**src/rtl/core/tve_pkg.sv**
```systemverilog
`timescale 1ns / 1ps

package tve_pkg;

    // Name and window geometry
    localparam int MAX_TAG_CHARS = 16;
    localparam int WIN_DEPTH     = MAX_TAG_CHARS + 2;
    localparam int LEN_W         = 5;
    localparam int NAME_W        = 8 * MAX_TAG_CHARS;
    localparam int NAME_IDX_W    = $clog2(MAX_TAG_CHARS);

    // Configuration port
    localparam int CFG_DATA_W = 64;
    localparam int CFG_ADDR_W = 5;
    localparam int CFG_IDX_W  = 2;

    localparam logic [CFG_IDX_W-1:0] REG_NAME_LOW  = 2'd0;
    localparam logic [CFG_IDX_W-1:0] REG_NAME_HIGH = 2'd1;
    localparam logic [CFG_IDX_W-1:0] REG_NAME_LEN  = 2'd2;

    localparam logic [LEN_W-1:0] NAME_LEN_RESET = 5'd1;
    localparam logic [LEN_W-1:0] NAME_LEN_MIN   = 5'd1;
    localparam logic [LEN_W-1:0] NAME_LEN_MAX   = LEN_W'(MAX_TAG_CHARS);

    // Characters with special meaning
    localparam logic [7:0] CH_LT  = 8'h3C;
    localparam logic [7:0] CH_GT  = 8'h3E;
    localparam logic [7:0] CH_BSL = 8'h5C;
    localparam logic [7:0] CH_LF  = 8'h0A;
    localparam logic [7:0] CH_CR  = 8'h0D;

    // Status carried with the last result
    localparam logic ST_FOUND     = 1'b0;
    localparam logic ST_NOT_FOUND = 1'b1;

    // Result queue
    localparam int QUEUE_DEPTH = 4;
    localparam int QPTR_W      = $clog2(QUEUE_DEPTH);
    localparam int QCNT_W      = QPTR_W + 1;
    localparam logic [QCNT_W-1:0] QUEUE_SPACE_LIMIT = QCNT_W'(QUEUE_DEPTH - 2);

    typedef enum logic [2:0] {
        PH_SEARCH = 3'b001,
        PH_EMIT   = 3'b010,
        PH_DONE   = 3'b100
    } phase_t;

    typedef struct packed {
        logic [CFG_DATA_W-1:0] name_low;
        logic [CFG_DATA_W-1:0] name_high;
        logic [LEN_W-1:0]      name_len;
    } cfg_t;

    typedef struct packed {
        logic [7:0] out_byte;
        logic       is_last;
        logic       status;
    } result_t;

    // Up to two results per processed item
    typedef struct packed {
        logic [1:0] cnt;
        result_t    r0;
        result_t    r1;
    } push_t;

endpackage

```
**src/rtl/core/tve_cfg_regs.sv**
```systemverilog
`timescale 1ns / 1ps

module tve_cfg_regs (
    input  logic                             aclk,
    input  logic                             aresetn,
    input  logic                             psel,
    input  logic                             penable,
    input  logic                             pwrite,
    input  logic [tve_pkg::CFG_ADDR_W-1:0]   paddr,
    input  logic [tve_pkg::CFG_DATA_W-1:0]   pwdata,
    output logic [tve_pkg::CFG_DATA_W-1:0]   prdata,
    output tve_pkg::cfg_t                    cfg
);

    logic [tve_pkg::CFG_DATA_W-1:0] name_low_reg;
    logic [tve_pkg::CFG_DATA_W-1:0] name_high_reg;
    logic [tve_pkg::LEN_W-1:0]      name_len_reg;
    logic [tve_pkg::CFG_IDX_W-1:0]  reg_idx;
    logic                           wr_en;

    // Registers sit at 8-byte strides
    assign reg_idx = paddr[tve_pkg::CFG_ADDR_W-1:3];
    assign wr_en   = psel && penable && pwrite;

    always_ff @(posedge aclk) begin
        if (!aresetn) begin
            name_low_reg  <= '0;
            name_high_reg <= '0;
            name_len_reg  <= tve_pkg::NAME_LEN_RESET;
        end else if (wr_en) begin
            case (reg_idx)
                tve_pkg::REG_NAME_LOW:  name_low_reg  <= pwdata;
                tve_pkg::REG_NAME_HIGH: name_high_reg <= pwdata;
                tve_pkg::REG_NAME_LEN:  name_len_reg  <= pwdata[tve_pkg::LEN_W-1:0];
                default: ;
            endcase
        end
    end

    // Read back
    always_comb begin
        case (reg_idx)
            tve_pkg::REG_NAME_LOW:  prdata = name_low_reg;
            tve_pkg::REG_NAME_HIGH: prdata = name_high_reg;
            tve_pkg::REG_NAME_LEN:  prdata = tve_pkg::CFG_DATA_W'(name_len_reg);
            default:                prdata = '0;
        endcase
    end

    assign cfg.name_low  = name_low_reg;
    assign cfg.name_high = name_high_reg;
    assign cfg.name_len  = name_len_reg;

endmodule

```
**src/rtl/core/tve_matcher.sv**
```systemverilog
`timescale 1ns / 1ps

module tve_matcher (
    input  logic          aclk,
    input  logic          aresetn,
    input  tve_pkg::cfg_t cfg,
    input  logic          s_tvalid,
    output logic          s_tready,
    input  logic [7:0]    s_tdata,
    input  logic          s_tlast,
    input  logic          space_ok,
    output tve_pkg::push_t push
);

    // Input register
    logic       in_valid_reg;
    logic [7:0] in_char_reg;
    logic       in_end_reg;
    logic       fire;

    // Search / emit state
    tve_pkg::phase_t phase_reg, phase_next;
    logic            held_reg, held_next;
    logic [7:0]      win_reg [tve_pkg::WIN_DEPTH];
    logic            shift_en;
    logic            clear_en;

    // Pattern compare
    logic [tve_pkg::LEN_W-1:0]      name_n;
    logic [tve_pkg::NAME_W-1:0]     name_bits;
    logic [7:0]                     name_chr [tve_pkg::MAX_TAG_CHARS];
    logic [tve_pkg::LEN_W-1:0]      pos_diff [tve_pkg::WIN_DEPTH];
    logic [tve_pkg::WIN_DEPTH-1:1]  pos_ok;
    logic                           win_match;
    logic                           is_term;

    assign fire     = in_valid_reg && space_ok;
    assign s_tready = !in_valid_reg || fire;

    always_ff @(posedge aclk) begin
        if (!aresetn) begin
            in_valid_reg <= 1'b0;
        end else if (s_tready) begin
            in_valid_reg <= s_tvalid;
        end
    end

    always_ff @(posedge aclk) begin
        if (s_tvalid && s_tready) begin
            in_char_reg <= s_tdata;
            in_end_reg  <= s_tlast;
        end
    end

    // Length clamped to 1..MAX_TAG_CHARS
    always_comb begin
        if (cfg.name_len < tve_pkg::NAME_LEN_MIN) begin
            name_n = tve_pkg::NAME_LEN_MIN;
        end else if (cfg.name_len > tve_pkg::NAME_LEN_MAX) begin
            name_n = tve_pkg::NAME_LEN_MAX;
        end else begin
            name_n = cfg.name_len;
        end
    end

    assign name_bits = {cfg.name_high, cfg.name_low};

    always_comb begin
        for (int i = 0; i < tve_pkg::MAX_TAG_CHARS; i++) begin
            name_chr[i] = name_bits[8*i +: 8];
        end
    end

    // Window after the shift: position 0 is the new char, position p is win_reg[p-1].
    // Position p (1..n) must hold name char n-p, position n+1 must hold '<'.
    always_comb begin
        pos_diff[0] = '0;
        for (int p = 1; p < tve_pkg::WIN_DEPTH; p++) begin
            pos_diff[p] = name_n - tve_pkg::LEN_W'(p);
            if (tve_pkg::LEN_W'(p) <= name_n) begin
                pos_ok[p] = (win_reg[p-1] == name_chr[pos_diff[p][tve_pkg::NAME_IDX_W-1:0]]);
            end else if (tve_pkg::LEN_W'(p) == name_n + 1'b1) begin
                pos_ok[p] = (win_reg[p-1] == tve_pkg::CH_LT);
            end else begin
                pos_ok[p] = 1'b1;
            end
        end
    end

    assign win_match = (in_char_reg == tve_pkg::CH_GT) && (&pos_ok);
    assign is_term   = (in_char_reg == tve_pkg::CH_LT) || (in_char_reg == tve_pkg::CH_LF) ||
                       (in_char_reg == tve_pkg::CH_CR);

    // Per-item decision
    always_comb begin
        phase_next = phase_reg;
        held_next  = held_reg;
        shift_en   = 1'b0;
        clear_en   = 1'b0;
        push       = '0;
        if (fire) begin
            if (in_end_reg) begin
                clear_en   = 1'b1;
                phase_next = tve_pkg::PH_SEARCH;
                held_next  = 1'b0;
                if ((phase_reg == tve_pkg::PH_EMIT) && held_reg) begin
                    push.cnt          = 2'd2;
                    push.r0.out_byte  = tve_pkg::CH_BSL;
                    push.r1.is_last   = 1'b1;
                    push.r1.status    = tve_pkg::ST_FOUND;
                end else begin
                    push.cnt        = 2'd1;
                    push.r0.is_last = 1'b1;
                    push.r0.status  = (phase_reg == tve_pkg::PH_SEARCH) ?
                                      tve_pkg::ST_NOT_FOUND : tve_pkg::ST_FOUND;
                end
            end else begin
                case (phase_reg)
                    tve_pkg::PH_SEARCH: begin
                        shift_en = 1'b1;
                        if (win_match) begin
                            phase_next = tve_pkg::PH_EMIT;
                            held_next  = 1'b0;
                        end
                    end
                    tve_pkg::PH_EMIT: begin
                        if (held_reg && (in_char_reg == tve_pkg::CH_LT)) begin
                            // escaped '<' goes out as data
                            held_next        = 1'b0;
                            push.cnt         = 2'd1;
                            push.r0.out_byte = tve_pkg::CH_LT;
                        end else begin
                            if (held_reg) begin
                                held_next        = 1'b0;
                                push.cnt         = 2'd1;
                                push.r0.out_byte = tve_pkg::CH_BSL;
                            end
                            if (is_term) begin
                                phase_next = tve_pkg::PH_DONE;
                            end else if (in_char_reg == tve_pkg::CH_BSL) begin
                                held_next = 1'b1;
                            end else if (held_reg) begin
                                push.cnt         = 2'd2;
                                push.r1.out_byte = in_char_reg;
                            end else begin
                                push.cnt         = 2'd1;
                                push.r0.out_byte = in_char_reg;
                            end
                        end
                    end
                    default: ;
                endcase
            end
        end
    end

    always_ff @(posedge aclk) begin
        if (!aresetn) begin
            phase_reg <= tve_pkg::PH_SEARCH;
            held_reg  <= 1'b0;
        end else begin
            phase_reg <= phase_next;
            held_reg  <= held_next;
        end
    end

    // Sliding window, newest char in entry 0
    always_ff @(posedge aclk) begin
        if (!aresetn || clear_en) begin
            for (int i = 0; i < tve_pkg::WIN_DEPTH; i++) begin
                win_reg[i] <= '0;
            end
        end else if (shift_en) begin
            win_reg[0] <= in_char_reg;
            for (int i = 1; i < tve_pkg::WIN_DEPTH; i++) begin
                win_reg[i] <= win_reg[i-1];
            end
        end
    end

endmodule

```
**src/rtl/core/tve_out_queue.sv**
```systemverilog
`timescale 1ns / 1ps

module tve_out_queue (
    input  logic           aclk,
    input  logic           aresetn,
    input  tve_pkg::push_t push,
    output logic           space_ok,
    output logic           m_tvalid,
    input  logic           m_tready,
    output logic [7:0]     m_tdata,
    output logic           m_tlast,
    output logic           m_tuser
);

    tve_pkg::result_t                entries_reg [tve_pkg::QUEUE_DEPTH];
    logic [tve_pkg::QPTR_W-1:0]      wr_ptr_reg, wr_ptr_next;
    logic [tve_pkg::QPTR_W-1:0]      rd_ptr_reg, rd_ptr_next;
    logic [tve_pkg::QCNT_W-1:0]      count_reg, count_next;
    logic                            pop;
    tve_pkg::result_t                head;

    // Room for two results, from registered state only
    assign space_ok = (count_reg <= tve_pkg::QUEUE_SPACE_LIMIT);

    assign head     = entries_reg[rd_ptr_reg];
    assign m_tvalid = (count_reg != '0);
    assign m_tdata  = head.out_byte;
    assign m_tlast  = head.is_last;
    assign m_tuser  = head.status;
    assign pop      = m_tvalid && m_tready;

    assign wr_ptr_next = wr_ptr_reg + tve_pkg::QPTR_W'(push.cnt);
    assign rd_ptr_next = rd_ptr_reg + tve_pkg::QPTR_W'(pop);
    assign count_next  = count_reg + tve_pkg::QCNT_W'(push.cnt) - tve_pkg::QCNT_W'(pop);

    always_ff @(posedge aclk) begin
        if (!aresetn) begin
            wr_ptr_reg <= '0;
            rd_ptr_reg <= '0;
            count_reg  <= '0;
        end else begin
            wr_ptr_reg <= wr_ptr_next;
            rd_ptr_reg <= rd_ptr_next;
            count_reg  <= count_next;
        end
    end

    // Result storage
    always_ff @(posedge aclk) begin
        if (push.cnt != 2'd0) begin
            entries_reg[wr_ptr_reg] <= push.r0;
        end
        if (push.cnt == 2'd2) begin
            entries_reg[wr_ptr_reg + 1'b1] <= push.r1;
        end
    end

endmodule

```
**src/rtl/core/tag_value_extractor_unit.sv**
```systemverilog
`timescale 1ns / 1ps

// Tag value extractor.
// Input stream (s_*): one character per transfer in s_tdata; s_tlast high marks
// the end of a string and the transfer carries no character.
// Output stream (m_*): one value character per transfer in m_tdata. A transfer
// with m_tlast high closes the string and carries the status in m_tuser
// (0 tag found, 1 tag not found), with m_tdata zero.
// The tag name and its length are set over the APB port (name low word at 0x00,
// high word at 0x08, length at 0x10); the user must set them only while no
// string is in flight, which the block itself does not enforce. A character
// passes the input register, then the result queue, which drives m_* directly.
// Throughput: one character per cycle unless s_tready drops; the input register feeds
// one pass of window compare and emit logic, whose results land in a four-entry
// result queue, both results of an item (a released backslash plus a character)
// at once. The queue drains one result per cycle while m_tready is high. If the
// receiver stalls, the queue fills and s_tready drops while an item waits in the
// input register and fewer than two queue entries are free; nothing is lost.
// Reset clears the window, the search state and the queue, and returns the
// name registers to all-zero name bytes with a length of one.
module tag_value_extractor_unit (
    input  logic                           aclk,
    input  logic                           aresetn,
    // input stream
    input  logic                           s_tvalid,
    output logic                           s_tready,
    input  logic [7:0]                     s_tdata,   // [7:0] char_in
    input  logic                           s_tlast,   // is_end
    // result stream
    output logic                           m_tvalid,
    input  logic                           m_tready,
    output logic [7:0]                     m_tdata,   // [7:0] out_byte
    output logic                           m_tlast,   // is_last
    output logic                           m_tuser,   // [0] status
    // configuration
    input  logic                           psel,
    input  logic                           penable,
    input  logic                           pwrite,
    input  logic [tve_pkg::CFG_ADDR_W-1:0] paddr,
    input  logic [tve_pkg::CFG_DATA_W-1:0] pwdata,
    output logic [tve_pkg::CFG_DATA_W-1:0] prdata,
    output logic                           pready
);

    tve_pkg::cfg_t  cfg;
    tve_pkg::push_t push;
    logic           space_ok;

    assign pready = 1'b1;

    tve_cfg_regs u_cfg (
        .aclk    (aclk),
        .aresetn (aresetn),
        .psel    (psel),
        .penable (penable),
        .pwrite  (pwrite),
        .paddr   (paddr),
        .pwdata  (pwdata),
        .prdata  (prdata),
        .cfg     (cfg)
    );

    tve_matcher u_matcher (
        .aclk     (aclk),
        .aresetn  (aresetn),
        .cfg      (cfg),
        .s_tvalid (s_tvalid),
        .s_tready (s_tready),
        .s_tdata  (s_tdata),
        .s_tlast  (s_tlast),
        .space_ok (space_ok),
        .push     (push)
    );

    tve_out_queue u_queue (
        .aclk     (aclk),
        .aresetn  (aresetn),
        .push     (push),
        .space_ok (space_ok),
        .m_tvalid (m_tvalid),
        .m_tready (m_tready),
        .m_tdata  (m_tdata),
        .m_tlast  (m_tlast),
        .m_tuser  (m_tuser)
    );

endmodule

```
**config.mk**
```make
export PLATFORM = sky130hd
export DESIGN_NAME = tag_value_extractor_unit
export DESIGN_NICKNAME = d
export VERILOG_FILES = /design/src/rtl/core/tve_pkg.sv /design/src/rtl/core/tve_cfg_regs.sv /design/src/rtl/core/tve_matcher.sv /design/src/rtl/core/tve_out_queue.sv /design/src/rtl/core/tag_value_extractor_unit.sv
export SDC_FILE = /design/constraint.sdc
export NUM_CORES = 1
export LEC_CHECK = 0
export BUFFER_PORTS_ARGS = -buffer_cell sky130_fd_sc_hd__buf_4
export CELL_PAD_IN_SITES_DETAIL_PLACEMENT = 0
export CELL_PAD_IN_SITES_GLOBAL_PLACEMENT = 1
export CORE_MARGIN = 2
export CORE_UTILIZATION = 35
export CTS_CLUSTER_SIZE = 16
export DETAILED_ROUTE_END_ITERATION = 16
export PLACE_DENSITY_LB_ADDON = 0.1
export RECOVER_POWER = 100
export SLEW_MARGIN = 20
export SYNTH_ARGS = -nofsm -noshare
export SYNTH_HDL_FRONTEND = slang
export SYNTH_SLANG_ARGS = --single-unit
```
**constraint.sdc**
```tcl
create_clock -name aclk -period 12.4 [get_ports aclk]
set_input_delay 0.62 -clock aclk [delete_from_list [all_inputs] [get_ports aclk]]
set_output_delay 0.62 -clock aclk [all_outputs]
set_load 0.01 [all_outputs]
```
== Word-level counts from Yosys, hierarchy flattened ==
Memories as Yosys holds them, arrays and structs flattened. A register that Yosys moved wholly into a read port is not among the register bits.
Index checks and enable logic that the tools add are counted.
Word-level totals
  output and inout port bits: 77
  bits in registers: 154
  logic and storage cells: 349
  memories: 2
  bits of input ports: 85
  RAM bits: 184
Memories
  u_matcher.win_reg: words 18, bits a word 8, read ports 17, clocked after memory_dff 0, write ports 18, RTL line tve_matcher.sv:24  | logic [7:0] win_reg [tve_pkg::WIN_DEPTH];
  u_queue.entries_reg: words 4, bits a word 10, read ports 1, clocked after memory_dff 1, write ports 2, RTL line tve_out_queue.sv:15  | tve_pkg::result_t entries_reg [tve_pkg::QUEUE_DEPTH];
Operators by class
  bitwise logic cells: 35
  equality and inequality tests: 64
  add/sub/neg operators: 23
  reductions and logical operators: 24
  magnitude comparators: 37
  multiplexer cells: 153
Operator list (number)
  8-bit binary-select mux with 4-bit select: 17
  8-bit 2-to-1 mux: 59
  64-bit case mux with 3 select lines: 1
  8-bit by 6-bit == test with 1-bit output (second input constant): 19
  8-bit == test: 17
  5-bit greater-or-equal comparator (second input constant): 17
  4-bit NOT with 5-bit output: 17
  1-bit 2-to-1 mux: 53
  10-bit 2-to-1 mux: 5
  4-bit by 5-bit == test with 1-bit output (first input constant): 8
  4-bit by 5-bit less-or-equal comparator with 1-bit output (first input constant): 8
  4-bit subtractor (second input constant): 8
  22-bit 2-to-1 mux: 1
  3-bit by 5-bit == test with 1-bit output (first input constant): 4
  3-bit by 5-bit less-or-equal comparator with 1-bit output (first input constant): 4
  1-bit bitwise OR: 18
  17-bit AND reduction: 1
  8-bit by 4-bit == test with 1-bit output (second input constant): 2
  4-bit by 3-bit subtractor with 4-bit output (second input constant): 4
  2-bit 2-to-1 mux: 7
  3-bit 2-to-1 mux: 4
  4-bit by 1-bit subtractor with 4-bit output (second input constant): 3
  2-bit by 5-bit == test with 1-bit output (first input constant): 2
  5-bit == test (first input constant): 2
  other kinds (35): 55

== Depth between registers and ports, before layout ==
Gate-level depths: netlist of the first run.
  depth in word-level cells: 15
  depth in mapped cells: 23
  gate-level depth less buffers: 15

== Modules after synthesis ==
A second synthesis of the first run with hierarchy kept.
Unflattened totals
  cells, all modules: 2688
  area, all modules: 24958.9 um2
By module, submodules not included
  tve_matcher: cells an instance 1891, area an instance 16400.7 um2, instances 1, seq. area each 4454.3 um2
  tve_cfg_regs: cells an instance 653, area an instance 6048.3 um2, instances 1, seq. area each 2662.6 um2
  tve_out_queue: cells an instance 142, area an instance 2498.6 um2, instances 1, seq. area each 1341.3 um2
  tag_value_extractor_unit: cells an instance 2, area an instance 11.3 um2, instances 1, seq. area each 0.0 um2

== Worst setup path after synthesis of the first run ==
No wires, ideal clock.
  path kind: reg2reg
  start: register u_cfg.name_len_reg[1] in the netlist's numbering
  end: register u_matcher.phase_reg[0]
  path buffers: 9
  path slack: 7.144 ns
  setup time: 0.122 ns
  clock period less this slack: 5.256 ns
  data required time: 12.278 ns
  cell stages (with the launch flop): 23
  arrival: 5.134 ns
  cell sequence: dfxtp_1 buf_6 or4_4 buf_6 nand2_8 buf_2 buf_2 buf_2 buf_2 ha_1 clkbuf_1 clkbuf_1 clkbuf_1 mux2i_1 mux2i_1 a211oi_1 nor3_1 nand4b_1 or4_1 a222oi_1 and4b_1 nand3_1 a221o_1
Between the ends
  longest elaborated chain between the ends: 14
  elaborated cells between the ends (all ways): 179
  classes of those cells: add/sub (18); order compare (19); eq/ne (35); mux (87); bitwise (17); reduce/logical (3)
RTL lines
  start: declaration: RTL line tve_cfg_regs.sv:17  | logic [tve_pkg::LEN_W-1:0] name_len_reg;
  start signal: assignment: RTL line tve_cfg_regs.sv:29  | name_len_reg <= tve_pkg::NAME_LEN_RESET;
  start signal: assignment: RTL line tve_cfg_regs.sv:34  | tve_pkg::REG_NAME_LEN: name_len_reg <= pwdata[tve_pkg::LEN_W-1:0];
  5-bit greater-than comparator: RTL line tve_matcher.sv:59  | end else if (cfg.name_len > tve_pkg::NAME_LEN_MAX) begin
  5-bit 2-to-1 mux: RTL line tve_matcher.sv:59
  5-bit 2-to-1 mux (*): RTL line tve_matcher.sv:57  | if (cfg.name_len < tve_pkg::NAME_LEN_MIN) begin
  4-bit by 1-bit subtractor with 4-bit output, or another cell as far along: RTL line tve_matcher.sv:79  | pos_diff[p] = name_n - tve_pkg::LEN_W'(p);
  4-bit NOT with 5-bit output (implied by the code): RTL line tve_matcher.sv:81  | pos_ok[p] = (win_reg[p-1] == name_chr[pos_diff[p][tve_pkg::NAME_IDX_W-1:0]]);
  8-bit binary-select mux with 4-bit select: RTL line tve_matcher.sv:81
  8-bit 2-to-1 mux (implied by the code) (2 in series): RTL line tve_matcher.sv:81
  8-bit == test: RTL line tve_matcher.sv:81
  1-bit 2-to-1 mux: RTL line tve_matcher.sv:80  | if (tve_pkg::LEN_W'(p) <= name_n) begin
  17-bit AND reduction (*): RTL line tve_matcher.sv:90  | assign win_match = (in_char_reg == tve_pkg::CH_GT) && (&pos_ok);
  1-bit logical AND (*): RTL line tve_matcher.sv:90
  3-bit by 1-bit != test with 1-bit output (no line) (*)
  5-bit AND reduction (no line) (*)
  end signal: assignment: RTL line tve_matcher.sv:159  | phase_reg <= tve_pkg::PH_SEARCH;
  end signal: assignment: RTL line tve_matcher.sv:162  | phase_reg <= phase_next;
  end: declaration: RTL line tve_matcher.sv:22  | tve_pkg::phase_t phase_reg, phase_next;
Mark *: on every way between the ends. The rest lies on a longest branch, timed or not. The select of a mux whose other input is x is not followed.
A chain may end at the register's enable or synchronous reset.

== Worst setup path after layout of the first run ==
  start: register u_cfg.name_len_reg[3] in the netlist's numbering
  end: register u_matcher.phase_reg[0]
The elaborated chain is that of the path after synthesis.

==> results.yml, run 1 <==
cells_and_area:
  finish.utilization_pct: 39.2
  drive_gt1_share_pct: 9.73
  area_delta_synth_final_pct: 11.5
  largest_reg_flops: 136
  final_cell_mix: "397 x nand2_1, 226 x a21oi_1, 207 x nor2_1, 181 x edfxtp_1, 147 x dfxtp_1"
  nets: 3056
  final_common_cell: "nand2_1"
sta:
  period_share_pct: 74.8
  timing.final.crit_period_ns: 9.28
  clock.fmax_mhz: 108
  final-hold-violation-count: 0
  clock_skew_ns: 0.0324
  setup-tns-final_ns: 0
  slew_viol_final: 763
  holdWs_ns: 0.258
  slew_headroom_pct: -172
  worst_pin_slew_ns: 4.07
  rsz0062_at_grt: "no"
  setup_viol: 0
synth:
  synth-main-ff-cell: "edfxtp_1"
  yosysWarnings: 0
  synth-seq-area-share_pct: 34.3
  netlist_instances: 2941
  yosysUniqueCellTypes: 89
  yosys_register_bits: 330
  synth-edff-count: 181
  syn_area_per_cell_um2: 8.35
  async_flop_share_pct: 0
  yosysTopAreaCellShare_pct: 22.1
  syn-num-nets: 3043
  netlist.top_cell.by_area: "edfxtp_1"
  syn-cell-area_um2: 24600
  synthTopCellsByArea: "edfxtp_1 22%, dfxtp_1 12%, nand2_1 6.1%"
global_route:
  grt_pass1_vias: 23100
  grt_remaining_overflow: 0
  grt_pass1_wl_mm: 171
  grt_use_total_pct: 33.3
  grt_max_degree: 126
  antenna_found_initial: 1
floorplanning:
  die_w_um: 269
  dieArea_um2: 72300
  boundaryPins: 162
  core_um2: 69800
  rows: 97
  die-height_um: 269
  initial_core_util_pct: 35.2
critical_path:
  worst-path-max-fanout: 82
  crit_type: "flop to flop"
  worstPathCellList: "buf_4 -> or4_4 -> nand2_8 -> ha_2 -> clkbuf_1 -> mux2i_1 -> a211oi_1 -> a21oi_1 -> mux2i_1 -> xor2_1 -> nor4_1 -> a21oi_1 -> nor4bb_1 -> nand3_1 -> a221o_1"
  cp.arrival_ns: 9.71
  cp-end-kind: "flop"
  critPathLaunchType: "flop"
  crit_path_max_incr_delay_ns: 2.59
  required_ns: 12.83
  cpMaxStageDelayCell: "clkbuf_1"
route:
  ant_nets: 0
  drt_wl_total_mm: 123
  firstDrtPassIters: 6
  drc: 0
  drt_iter0_markers: 3136
  vias: 25100
  vias_per_cell: 6.39
  avgRoutedWirePerCell_um: 31.3
clock_tree:
  cts_root_buf: "clkbuf_16"
  cts_tree: "done"
  clkLatencyLatePin_ns: 0.59
  h-tree-depth: 2
  cts_setup_buffers: 0
  cts-hold-fix-buffers: 0
  clockBufferDepth: 3
  ctsResizeCount: 0
  cts.clk_slew.worst_paths_ns: 0.06
  cts_inserted_buffers: 40
  cts.sink_count: 330
worst_hold_path:
  hp-class: "primary input to flop"
place:
  routabilityCongestion: 1.05
  portBuffers: 157
  dp_hpwl_mm: 92.3
run_status:
  outcome: "complete, but fails checks"
  violations: "capacitance limit, slew limit"
power:
  power.density_nw_per_um2: 107
  leakage_nw: 9.15
  peakVddDrop_v: 0.000121
run:
  cap_violations: 11
[stage by stage]
step	power, mW	setup WS, ns	instances	cell area, um2
after CTS	2.97	5.88	3922	27700
after floorplan	1.59	7.14	2941	24600
final	2.94	3.12	3923	27400
after global placement	1.80	6.01	3851	26400
after detailed placement	1.81	5.89	3852	26400
after global routing	3.04	3.05	3922	27400
[routing by layer]
layer | share of wire, % | wire length (um) | GRT usage, %
met3 | 9.8 | 12100 | 8.10
met5 | 0 | 0 | 0
met2 | 43 | 52600 | 49.3
met4 | 5.2 | 6430 | 15.7
met1 | 42 | 51600 | 45.5
[logic make-up after synthesis]
family	share of synthesized area, %
other cells	0.0153
xor+xnor	2.68
buf+inv	4.83
flops	34.3
compound gates	24.7
fa+ha+maj	0.897
simple gates	23.1
mux	9.52
[path summary, 6_finish.rpt]
path | start | end | slack, ns | cells past startpoint
worst max-delay path | u_cfg.name_len_reg[3]$_SDFFE_PN0P_ | u_matcher.phase_reg[0]$_SDFFE_PN1P_ | 3.12 | 15
worst min-delay path | s_tdata[0] | u_matcher.in_char_reg[0]$_DFFE_PP_ | 0.26 | 1
worst max register to register | u_cfg.name_len_reg[3]$_SDFFE_PN0P_ | u_matcher.phase_reg[0]$_SDFFE_PN1P_ | 3.12 | 15
worst min register to register | u_queue.entries_reg[3][0]$_SDFFE_PP0P_ | u_queue.entries_reg[3][0]$_SDFFE_PP0P_ | 0.48 | 2
[synth_stat cells (21+ instances only)]
library cell / number
a22o_1: 22
a211o_1: 23
nand4_1: 33
a21oi_1: 230
nor3_1: 69
and2_1: 158
o22ai_1: 66
o21ai_0: 123
inv_1: 58
buf_2: 24
nor4_1: 21
buf_1: 32
and3_1: 21
a22oi_1: 30
or3_1: 33
xnor2_1: 37
o211ai_1: 32
mux2_2: 22
nand2b_1: 58
dfxtp_1: 149
o22a_1: 41
edfxtp_1: 181
xor2_1: 38
mux2i_1: 130
nor2_1: 210
clkbuf_1: 179
a211oi_1: 73
a2bb2oi_1: 22
nand2_1: 398
nand3_1: 61
mux4_2: 35
o221ai_1: 54
[power by group]
group	switching (mW)	internal (mW)	leakage [nW]	total [mW]
logic	0.243	0.160	5.43	0.403
clock network	0.486	0.670	0.619	1.16
registers	0.142	1.24	3.10	1.38
total	0.871	2.07	9.15	2.94
[critical path: cells and delay by family, from the launching register on]
kind	cells	cell delay (ns)
adder cells (fa/ha/maj)	1	0.48
XOR/XNOR	1	0.10
multiplexers	2	1.17
buffers and inverters	2	3.00
flip-flops	1	0.31
AO/OA/AOI/OAI	4	1.42
AND/OR/NAND/NOR	5	2.54
[final cells by class]
class | instances | area (um2)
multi-input cells | 2310 | 15000
diodes | 1 | 2.50
clock inverters | 20 | 168
inverters | 62 | 234
flip-flops and latches | 330 | 8430
fillers | 7237 | 42400
well taps | 940 | 1180
clock buffers | 50 | 1100
repair buffers | 210 | 1250
No activity file was read; power rests on OpenSTA's default activity.
==> run 2: changes to the inputs <==
Clock period 12.4 ns to 8.95 ns, I/O delays scaled along.
==> run 2 against run 1 <==
Compared with the run above:
- the flow still finishes with violations (capacitance limit, slew limit)
- first-iteration DRC count fell by 4.8%
- non-clock buffer count is 5 higher
- sequential cell count stayed put
- clock-buffer cell count is 6 higher
- worst hold slack lost 0.19 ns
- critical path depth shrank 2
- via count fell by 0.18%
- setup slack worse by 1.2 ns
- final cell count grew 0.20%
- sequential share of layout area decreased by 0.085 points
- die area is the same
- clock skew fell by 0.014 ns
- critical path type unchanged
- largest cell class unchanged
- largest power group unchanged
==> results.yml, run 2 (same netlist as run 1, synthesis figures left out) <==
global_route:
  grt.busiest_layer: "met2"
  grt_pass1_wl_mm: 174
  met3_usage_pct: 8.60
  grt_max_degree: 131
  antenna_found_initial: 3
  gr-usage-met2_pct: 50.6
  grt_pass1_vias: 23500
  grt_use_total_pct: 33.7
  grt_remaining_overflow: 0
  use_met1_pct: 45.5
sta:
  rsz0062_at_grt: "no"
  clock_skew_ns: 0.0187
  final-hold-violation-count: 0
  slew_headroom_pct: -186
  period_share_pct: 78.7
  setup-tns-final_ns: 0
  clock.fmax_mhz: 142
  worst_pin_slew_ns: 4.29
  setup_viol: 0
  slew_viol_final: 583
  timing.final.crit_period_ns: 7.05
clock_tree:
  clkLatencyLatePin_ns: 0.59
  clockBufferDepth: 3
  cts.clk_slew.worst_paths_ns: 0.06
  cts.sink_count: 330
  cts-hold-fix-buffers: 0
  cts_root_buf: "clkbuf_16"
  cts_inserted_buffers: 40
  cts_tree: "done"
  ctsResizeCount: 0
  cts_setup_buffers: 0
  h-tree-depth: 2
run_status:
  violations: "capacitance limit, slew limit"
  outcome: "complete, but fails checks"
floorplanning:
  rows: 97
  die-height_um: 269
  core_um2: 69800
  boundaryPins: 162
  initial_core_util_pct: 35.2
  dieArea_um2: 72300
  die_w_um: 269
place:
  dp_hpwl_mm: 93.7
  routabilityCongestion: 1.04
  portBuffers: 157
  place_inst: 3857
critical_path:
  critPathMostFrequentCell: "a21oi_1"
  required_ns: 9.41
  rr_worst_depth: 13
  path_buf_inv: 2
  path_delay_family: "compound AO/OA/AOI/OAI gates"
  worst-path-max-fanout: 41
  crit_path_max_incr_delay_ns: 1.45
  cp-end-kind: "flop"
  worstPathCellList: "clkbuf_1 -> nand2_1 -> a21o_1 -> buf_4 -> a21oi_1 -> a22oi_1 -> and3_1 -> nor4_1 -> nand4_1 -> and2_0 -> a2111o_1 -> o41ai_1 -> a21oi_1"
  cp.arrival_ns: 7.50
  crit_type: "flop to flop"
  cp.depth: 13
  critPathLaunchType: "flop"
  cpMaxStageDelayCell: "clkbuf_1"
cells_and_area:
  nets: 3061
  final_cell_mix: "397 x nand2_1, 227 x a21oi_1, 208 x nor2_1, 181 x edfxtp_1, 147 x dfxtp_1"
  area_delta_synth_final_pct: 11.9
  finalNonFillerCells: 3931
  drive_gt1_share_pct: 9.91
  final_common_cell: "nand2_1"
  largest_reg_flops: 136
route:
  drt_wl_total_mm: 124
  ant_nets: 0
  firstDrtPassIters: 6
  drc: 0
  vias: 25000
  avgRoutedWirePerCell_um: 31.4
  drt_iter0_markers: 2984
  vias_per_cell: 6.37
worst_hold_path:
  hold_depth: 1
  hp-class: "primary input to flop"
power:
  power.density_nw_per_um2: 150
  peakVddDrop_v: 0.000145
  leakage_nw: 9.22
  fin_total_pwr_mw: 4.12
run:
  cap_violations: 8
==> run 2: worst paths after layout <==
check | startpoint | to | slack, ns
setup / recovery | u_cfg.name_len_reg[0]$_SDFFE_PN1P_ | u_matcher.phase_reg[2]$_SDFFE_PN0P_ | 1.90
hold / removal | s_tdata[7] | u_matcher.in_char_reg[7]$_DFFE_PP_ | 0.06
setup reg to reg | u_cfg.name_len_reg[0]$_SDFFE_PN1P_ | u_matcher.phase_reg[2]$_SDFFE_PN0P_ | 1.90
hold reg to reg | u_queue.entries_reg[3][0]$_SDFFE_PP0P_ | u_queue.entries_reg[3][0]$_SDFFE_PP0P_ | 0.49
==> run 2: final cells by class <==
class | count | area [um2]
fillers | 7100 | 42300
multi-input cells | 2310 | 15000
flip-flops and latches | 330 | 8430
repair buffers | 215 | 1290
clock buffers | 56 | 1190
well taps | 940 | 1180
inverters | 62 | 234
clock inverters | 15 | 125
diodes | 3 | 7.51
==> run 2: power by group <==
part / internal [mW] / leakage (nW) / switching, mW / total [mW]
clock network: 0.959 / 0.644 / 0.694 / 1.65
logic: 0.219 / 5.48 / 0.337 / 0.556
registers: 1.72 / 3.10 / 0.192 / 1.91
==> run 2: layer usage <==
metal  vias to the layer above  share of wire [%]
met4                         0                5.0
met1                     12300                 42
li1                      11100                  -
met2                      1357                 43
met3                       252                9.8
met5                         -                  0
==> run 2: per-stage QoR <==
stage                     instance area, um2  setup slack (ns)  util [%]  hold WS (ns)
after floorplan                        24600              3.69         -         0.444
after global placement                 26500              2.44      37.9         0.465
after detailed placement               26500              2.42      37.9         0.476
after CTS                              27800              2.43      39.8        0.0195
after global routing                   27500              1.63      39.3        0.0551
final                                  27500              1.90      39.4        0.0650
